===== config.mk =====
export PLATFORM = sky130hd
export DESIGN_NAME = keypad_matrix_scanner_core
export DESIGN_NICKNAME = d
export VERILOG_FILES = /design/src/rtl/kms_pkg.sv /design/src/rtl/kms_ctrl.sv /design/src/rtl/kms_out_reg.sv /design/src/rtl/keypad_matrix_scanner_core.sv
export SDC_FILE = /design/constraint.sdc
export NUM_CORES = 1
export LEC_CHECK = 0
export ABC_CLOCK_PERIOD_IN_PS = 11440
export BUFFER_PORTS_ARGS = -buffer_cell sky130_fd_sc_hd__buf_2
export CORE_ASPECT_RATIO = 1.5
export CORE_UTILIZATION = 43
export CTS_CLUSTER_DIAMETER = 80
export DETAILED_ROUTE_END_ITERATION = 7
export GPL_ROUTABILITY_DRIVEN = 0
export MAX_ROUTING_LAYER = met4
export SYNTH_ARGS = -nofsm -noshare
export SYNTH_HDL_FRONTEND = slang
export SYNTH_SLANG_ARGS = --single-unit

===== constraint.sdc =====
create_clock -name clk -period 11.44 [get_ports clk]
set_clock_uncertainty 0.2 [all_clocks]
set_input_delay 1.144 -clock clk [delete_from_list [all_inputs] [get_ports clk]]
set_output_delay 1.144 -clock clk [all_outputs]
set_load 0.005 [all_outputs]

===== src/rtl/kms_pkg.sv =====
// shared types, constants and the key table for the keypad matrix scanner
`timescale 1ns / 1ps
`default_nettype none

package kms_pkg;

  localparam int TIMER_WIDTH = 24;
  localparam int SETTLE_W    = 16;
  localparam int DEBOUNCE_W  = 24;
  localparam int CFG_DATA_W  = 24;
  localparam int CFG_IDX_W   = 2;
  localparam int CMP_W       = (TIMER_WIDTH > DEBOUNCE_W) ? TIMER_WIDTH : DEBOUNCE_W;

  localparam logic [SETTLE_W-1:0]   SETTLE_RESET   = SETTLE_W'(10);
  localparam logic [DEBOUNCE_W-1:0] DEBOUNCE_RESET = DEBOUNCE_W'(50000);

  localparam logic [CFG_IDX_W-1:0] REG_SETTLE   = CFG_IDX_W'(0);
  localparam logic [CFG_IDX_W-1:0] REG_DEBOUNCE = CFG_IDX_W'(1);

  typedef enum logic [2:0] {
    PH_SETTLE   = 3'b001,
    PH_RELEASE  = 3'b010,
    PH_DEBOUNCE = 3'b100
  } phase_t;

  typedef struct packed {
    logic [3:0] row_drive;
    logic       key_valid;
    logic [3:0] key_index;
    logic [6:0] key_char;
  } result_t;

  function automatic logic [6:0] key_char_of(input logic [3:0] idx);
    logic [6:0] chr;
    case (idx)
      4'd0:    chr = 7'h37;  // 7
      4'd1:    chr = 7'h38;  // 8
      4'd2:    chr = 7'h39;  // 9
      4'd3:    chr = 7'h2F;  // /
      4'd4:    chr = 7'h34;  // 4
      4'd5:    chr = 7'h35;  // 5
      4'd6:    chr = 7'h36;  // 6
      4'd7:    chr = 7'h2A;  // *
      4'd8:    chr = 7'h31;  // 1
      4'd9:    chr = 7'h32;  // 2
      4'd10:   chr = 7'h33;  // 3
      4'd11:   chr = 7'h2D;  // -
      4'd12:   chr = 7'h43;  // C
      4'd13:   chr = 7'h30;  // 0
      4'd14:   chr = 7'h3D;  // =
      default: chr = 7'h2B;  // +
    endcase
    return chr;
  endfunction

  function automatic logic [3:0] row_pattern(input logic [1:0] row);
    return ~(4'b0001 << row);
  endfunction

endpackage

`default_nettype wire


===== src/rtl/kms_ctrl.sv =====
// scan state machine, wait timer and configuration registers
`timescale 1ns / 1ps
`default_nettype none

module kms_ctrl
  import kms_pkg::*;
(
  input  wire logic                 clk,
  input  wire logic                 rst,
  input  wire logic                 step,
  input  wire logic [3:0]           column_levels,
  input  wire logic                 cfg_we,
  input  wire logic [CFG_IDX_W-1:0] cfg_index,
  input  wire logic [CFG_DATA_W-1:0] cfg_data,
  output result_t                   res
);

  localparam logic [TIMER_WIDTH-1:0] TMR_MAX = {TIMER_WIDTH{1'b1}};

  logic [SETTLE_W-1:0]    settle_ticks;
  logic [DEBOUNCE_W-1:0]  debounce_ticks;
  phase_t                 phase, phase_next;
  logic [1:0]             row_index, row_index_next;
  logic [1:0]             release_column, release_column_next;
  logic [TIMER_WIDTH-1:0] wait_timer, wait_timer_next;
  logic [3:0]             held_key, held_key_next;

  logic [CMP_W-1:0] timer_ext, limit_ext;
  logic             timer_done;
  logic             hit;
  logic [1:0]       hit_col;

  always_ff @(posedge clk) begin
    if (rst) begin
      settle_ticks   <= SETTLE_RESET;
      debounce_ticks <= DEBOUNCE_RESET;
    end else if (cfg_we) begin
      unique case (cfg_index)
        REG_SETTLE:   settle_ticks   <= cfg_data[SETTLE_W-1:0];
        REG_DEBOUNCE: debounce_ticks <= cfg_data[DEBOUNCE_W-1:0];
        default: ;
      endcase
    end
  end

  // highest-numbered low column wins
  always_comb begin
    hit     = 1'b1;
    hit_col = 2'd0;
    casez (~column_levels)
      4'b1???: hit_col = 2'd3;
      4'b01??: hit_col = 2'd2;
      4'b001?: hit_col = 2'd1;
      4'b0001: hit_col = 2'd0;
      default: hit = 1'b0;
    endcase
  end

  always_comb begin
    timer_ext = CMP_W'(wait_timer);
    limit_ext = (phase == PH_DEBOUNCE) ? CMP_W'(debounce_ticks) : CMP_W'(settle_ticks);
    timer_done = (timer_ext >= limit_ext) || (wait_timer == TMR_MAX);
  end

  always_comb begin
    phase_next          = phase;
    row_index_next      = row_index;
    release_column_next = release_column;
    wait_timer_next     = wait_timer;
    held_key_next       = held_key;
    res.row_drive       = row_pattern(row_index);
    res.key_valid       = 1'b0;
    res.key_index       = 4'd0;
    res.key_char        = 7'd0;
    unique case (phase)
      PH_SETTLE: begin
        if (timer_done) begin
          wait_timer_next = '0;
          if (hit) begin
            held_key_next       = {row_index, hit_col};
            release_column_next = 2'd0;
            phase_next          = PH_RELEASE;
          end else begin
            row_index_next = row_index + 2'd1;
          end
        end else begin
          wait_timer_next = wait_timer + TIMER_WIDTH'(1);
        end
      end
      PH_RELEASE: begin
        if (column_levels[release_column]) begin
          if (release_column == 2'd3) begin
            release_column_next = 2'd0;
            wait_timer_next     = '0;
            phase_next          = PH_DEBOUNCE;
          end else begin
            release_column_next = release_column + 2'd1;
          end
        end
      end
      PH_DEBOUNCE: begin
        if (timer_done) begin
          res.key_valid   = 1'b1;
          res.key_index   = held_key;
          res.key_char    = key_char_of(held_key);
          phase_next      = PH_SETTLE;
          row_index_next  = 2'd0;
          wait_timer_next = '0;
        end else begin
          wait_timer_next = wait_timer + TIMER_WIDTH'(1);
        end
      end
      default: begin
        phase_next          = PH_SETTLE;
        row_index_next      = 2'd0;
        release_column_next = 2'd0;
        wait_timer_next     = '0;
      end
    endcase
  end

  always_ff @(posedge clk) begin
    if (rst) begin
      phase          <= PH_SETTLE;
      row_index      <= 2'd0;
      release_column <= 2'd0;
      wait_timer     <= '0;
      held_key       <= 4'd0;
    end else if (step) begin
      phase          <= phase_next;
      row_index      <= row_index_next;
      release_column <= release_column_next;
      wait_timer     <= wait_timer_next;
      held_key       <= held_key_next;
    end
  end

  a_report_restarts: assert property (@(posedge clk) disable iff (rst)
    (step && res.key_valid) |=> (phase == PH_SETTLE && row_index == 2'd0))
    else $error("report did not restart scan at row 0");

  a_row_held: assert property (@(posedge clk) disable iff (rst)
    (phase == PH_RELEASE || phase == PH_DEBOUNCE) |-> (row_index == held_key[3:2]))
    else $error("row moved while a key is held");

  a_idle_result_zero: assert property (@(posedge clk) disable iff (rst)
    !res.key_valid |-> (res.key_index == 4'd0 && res.key_char == 7'd0))
    else $error("key fields nonzero without a report");

  a_report_only_debounce: assert property (@(posedge clk) disable iff (rst)
    res.key_valid |-> (phase == PH_DEBOUNCE))
    else $error("report outside debounce");

endmodule

`default_nettype wire


===== src/rtl/kms_out_reg.sv =====
// result register between the scan logic and the output channel
`timescale 1ns / 1ps
`default_nettype none

module kms_out_reg
  import kms_pkg::*;
(
  input  wire logic    clk,
  input  wire logic    rst,
  input  wire logic    load,
  input  wire result_t res,
  input  wire logic    out_stall,
  output logic         out_valid,
  output logic         busy,
  output result_t      out_res
);

  assign busy = out_valid & out_stall;

  always_ff @(posedge clk) begin
    if (rst) begin
      out_valid <= 1'b0;
    end else if (load) begin
      out_valid <= 1'b1;
    end else if (!out_stall) begin
      out_valid <= 1'b0;
    end
  end

  always_ff @(posedge clk) begin
    if (load) begin
      out_res <= res;
    end
  end

  a_hold_when_stalled: assert property (@(posedge clk) disable iff (rst)
    (out_valid && out_stall) |-> !load)
    else $error("result beat overwritten while stalled");

endmodule

`default_nettype wire


===== src/rtl/keypad_matrix_scanner_core.sv =====
// top level of the 4x4 keypad matrix scanner
// the result beat of an accepted input beat is registered and appears in the next cycle
// throughput: one beat per cycle; input stalls only while a result beat is stalled
// each input beat is one scan tick; every beat yields exactly one result beat
// reset (rst, synchronous): settle phase at row 0, timer cleared, no result pending,
// settle_ticks = 10, debounce_ticks = 50000
`timescale 1ns / 1ps
`default_nettype none

module keypad_matrix_scanner_core
  import kms_pkg::*;
(
  input  wire logic                  clk,
  input  wire logic                  rst,
  input  wire logic                  in_valid,
  output logic                       in_stall,
  input  wire logic [3:0]            column_levels,
  output logic                       out_valid,
  input  wire logic                  out_stall,
  output logic [3:0]                 row_drive,
  output logic                       key_valid,
  output logic [3:0]                 key_index,
  output logic [6:0]                 key_char,
  input  wire logic                  cfg_we,
  input  wire logic [CFG_IDX_W-1:0]  cfg_index,
  input  wire logic [CFG_DATA_W-1:0] cfg_data
);

  logic    step;
  logic    busy;
  result_t res;
  result_t out_res;

  assign in_stall = busy;
  assign step     = in_valid & ~busy;

  kms_ctrl u_ctrl (
    .clk           (clk),
    .rst           (rst),
    .step          (step),
    .column_levels (column_levels),
    .cfg_we        (cfg_we),
    .cfg_index     (cfg_index),
    .cfg_data      (cfg_data),
    .res           (res)
  );

  kms_out_reg u_out (
    .clk       (clk),
    .rst       (rst),
    .load      (step),
    .res       (res),
    .out_stall (out_stall),
    .out_valid (out_valid),
    .busy      (busy),
    .out_res   (out_res)
  );

  assign row_drive = out_res.row_drive;
  assign key_valid = out_res.key_valid;
  assign key_index = out_res.key_index;
  assign key_char  = out_res.key_char;

endmodule

`default_nettype wire

==> impl_metrics.ini <==
[run_status]
status = finished clean

[clock_tree]
cts_tree = built
clk_pin_slew_ns = 0.07
clockBufferDepth = 2
cts-root-buf = clkbuf_16
ctsResizeCount = 0
clk-insertion-delay-late_ns = 0.34
numCtsBuffers = 9
h-tree-depth = 3
clock_sinks = 99
hold_buffers = 0
postCtsSetupRepairBufs = 0

[grt]
grt_pass1_wl_um = 16810
grt_usage_pct = 19.03
grt_remaining_overflow = 0
grt_pass1_vias = 3580
grt_max_degree = 41
grt_antenna_before_repair = 0

[floorplan]
die-width_um = 88.49
coreArea_sq_mm = 0.01100
die_h_um = 131.7
dieArea_sq_mm = 0.01166
ioPinCount = 53
start_util_pct = 43.87
std_cell_rows = 47

[sta]
worst_slew_pin_slew_ns = 0.9977
layout_min_cycle_time_ns = 4.632
fin_crit_sh_pct = 40.49
slew_violations = 0
hold_viol = 0
setup_violations = 0
fin_tns_setup_ns = 0
timing.hold.ws_ns = 0.2568
maxSlewHeadroom_pct = 32.93
fmax_ghz = 0.2159
rsz0062_at_grt = no

[pwr]
p_per_area_mw_per_mm2 = 131.7
power_uw = 727.7
p_leak_uw = 0.002221
ir_drop_uv = 76.11

[worst_hold_path]
hold_path_class = flop to flop

[detailed_routing]
wl_per_cell_um = 13.75
routed_wirelength_um = 10050
dr.pass1.iters = 5
drc = 0
drtIter0Drc = 144
ant_nets = 0
vias = 3780
via_per_inst = 5.171

[worst_setup_path]
crit_fanout = 25
required_ns = 11.45
cpMostUsedCell = ha_1
critPathCaptureType = flop
crit_buf_inv = 2
arrival_ns = 4.64
path_delay_family = simple AND/OR/NAND/NOR gates
cpPeakStageDelay_ns = 0.54
path_cells = nor2b_1 > nor2b_2 > buf_4 > mux2_2 > ha_1 > nand2b_1 > a2111oi_0 > or4b_1 > a31oi_2 > o211ai_4 > mux2i_1 > nor2_1 > inv_1 > ha_1 > a21boi_0 > a22oi_1
critical_path_class = flop to flop
startpoint_type = flop
cp_slowest_cell = or4b_1

[placed_design]
place_hpwl_um = 7510
portBuffers = 52

[synth]
synth_top_area_share_pct = 34.44
ys_seq_area_share_pct = 44.40
netlist_instances = 533
synth_cell_types = 58
syn_area_sq_mm = 0.004825
yosys_warnings = 0
ys.flop_type = dfxtp_1
synth_edf_count = 16
async_reset_ff_share_pct = 0
synth_fp_nets = 604
ys_seq_elements = 99
yosys.area.top_type = dfxtp_1
syn_avg_cell_area_sq_um = 9.052
yosys-top-cells-area = dfxtp_1 34%, edfxtp_1 10%, ha_1 9.3%

[finish]
final_nets = 650
drive_gt1_share_pct = 15.58
antenna_cells = 0
fin_util_pct = 50.26
fillCellCount = 1089
final_common_cell = nand2_1
layout_common_cells = 119 x nand2_1, 83 x dfxtp_1, 52 x buf_2
syn_to_final_growth_pct = 14.55

[job]
maxCapViolCount = 0
-- final cells by class --
type	count	area (sq um)	area share (%)
well taps	147	183.9	3.328
clock buffers	11	232.7	4.211
clock inverters	5	77.57	1.404
flip-flops and latches	99	2142	38.76
repair buffers	55	282.8	5.117
multi-input cells	397	2539	45.94
inverters	17	68.82	1.245
-- worst min-delay path, cell delays in order (launching register included) --
cell and delay [ns]:
dfxtp_1 0.31, nand2_1 0.05, a21oi_1 0.05
-- cells in the mapped netlist (11+ instances only) --
cell type and count:
nand4_1 11, and2_1 13, edfxtp_1 16, clkbuf_1 16
mux2i_1 22, inv_1 15, nand2_1 119, xor2_1 19
dfxtp_1 83, nor2_1 36, a21oi_1 46, ha_1 36
nand3_1 19
-- stage by stage --
stage                     setup WS (ns)  instance area, sq um  cells
after floorplan                   7.011                  4825    533
after global placement            7.128                  5216    715
after detailed placement          6.823                  5216    715
after CTS                         6.799                  5527    731
after global routing              6.530                  5527    731
final                             6.808                  5527    731
-- path summary, 6_finish.rpt --
kind                                                start                         to  slack (ns)  cells past startpoint
worst max-delay path                      u_ctrl.phase[2]                       flop        6.81                     16
worst min-delay path            u_ctrl.debounce_ticks[23]  u_ctrl.debounce_ticks[23]        0.26                      2
worst max register to register            u_ctrl.phase[2]                       flop        6.81                     16
worst min register to register  u_ctrl.debounce_ticks[23]  u_ctrl.debounce_ticks[23]        0.26                      2
-- flip-flops by register name (all words and copies together), names as in the netlist, named ones only --
name,cells
u_ctrl.debounce_ticks,24
u_ctrl.held_key,4
u_ctrl.phase,3
u_ctrl.release_column,2
u_ctrl.row_index,2
u_ctrl.settle_ticks,16
u_ctrl.timer_ext,24
u_out.out_res,16
u_out.out_valid,1
-- report_power, final --
part / leakage (uW) / internal (uW) / switching, uW
Clock: 0.000150 / 191 / 129
Combinational: 0.00125 / 16.4 / 25.0
Sequential: 0.000825 / 362 / 4.57
-- metal layers --
metal	up-vias	GRT usage, %	wire length, um
met1	1779	21.03	4185
li1	1920	-	-
met5	-	-	0
met4	0	6.004	154
met2	71	33.80	5429
met3	10	3.319	285
-- kinds of logic after synthesis --
kind of cell	Yosys count	synth area share, %
AND/OR/NAND/NOR	236	23.11
flip-flops	99	44.40
AO/OA/AOI/OAI	74	9.725
buffers and inverters	37	3.034
adder cells (fa/ha/maj)	36	9.336
multiplexers	26	5.861
XOR/XNOR	25	4.538
Note: power is estimated with default switching activity, not from simulation.
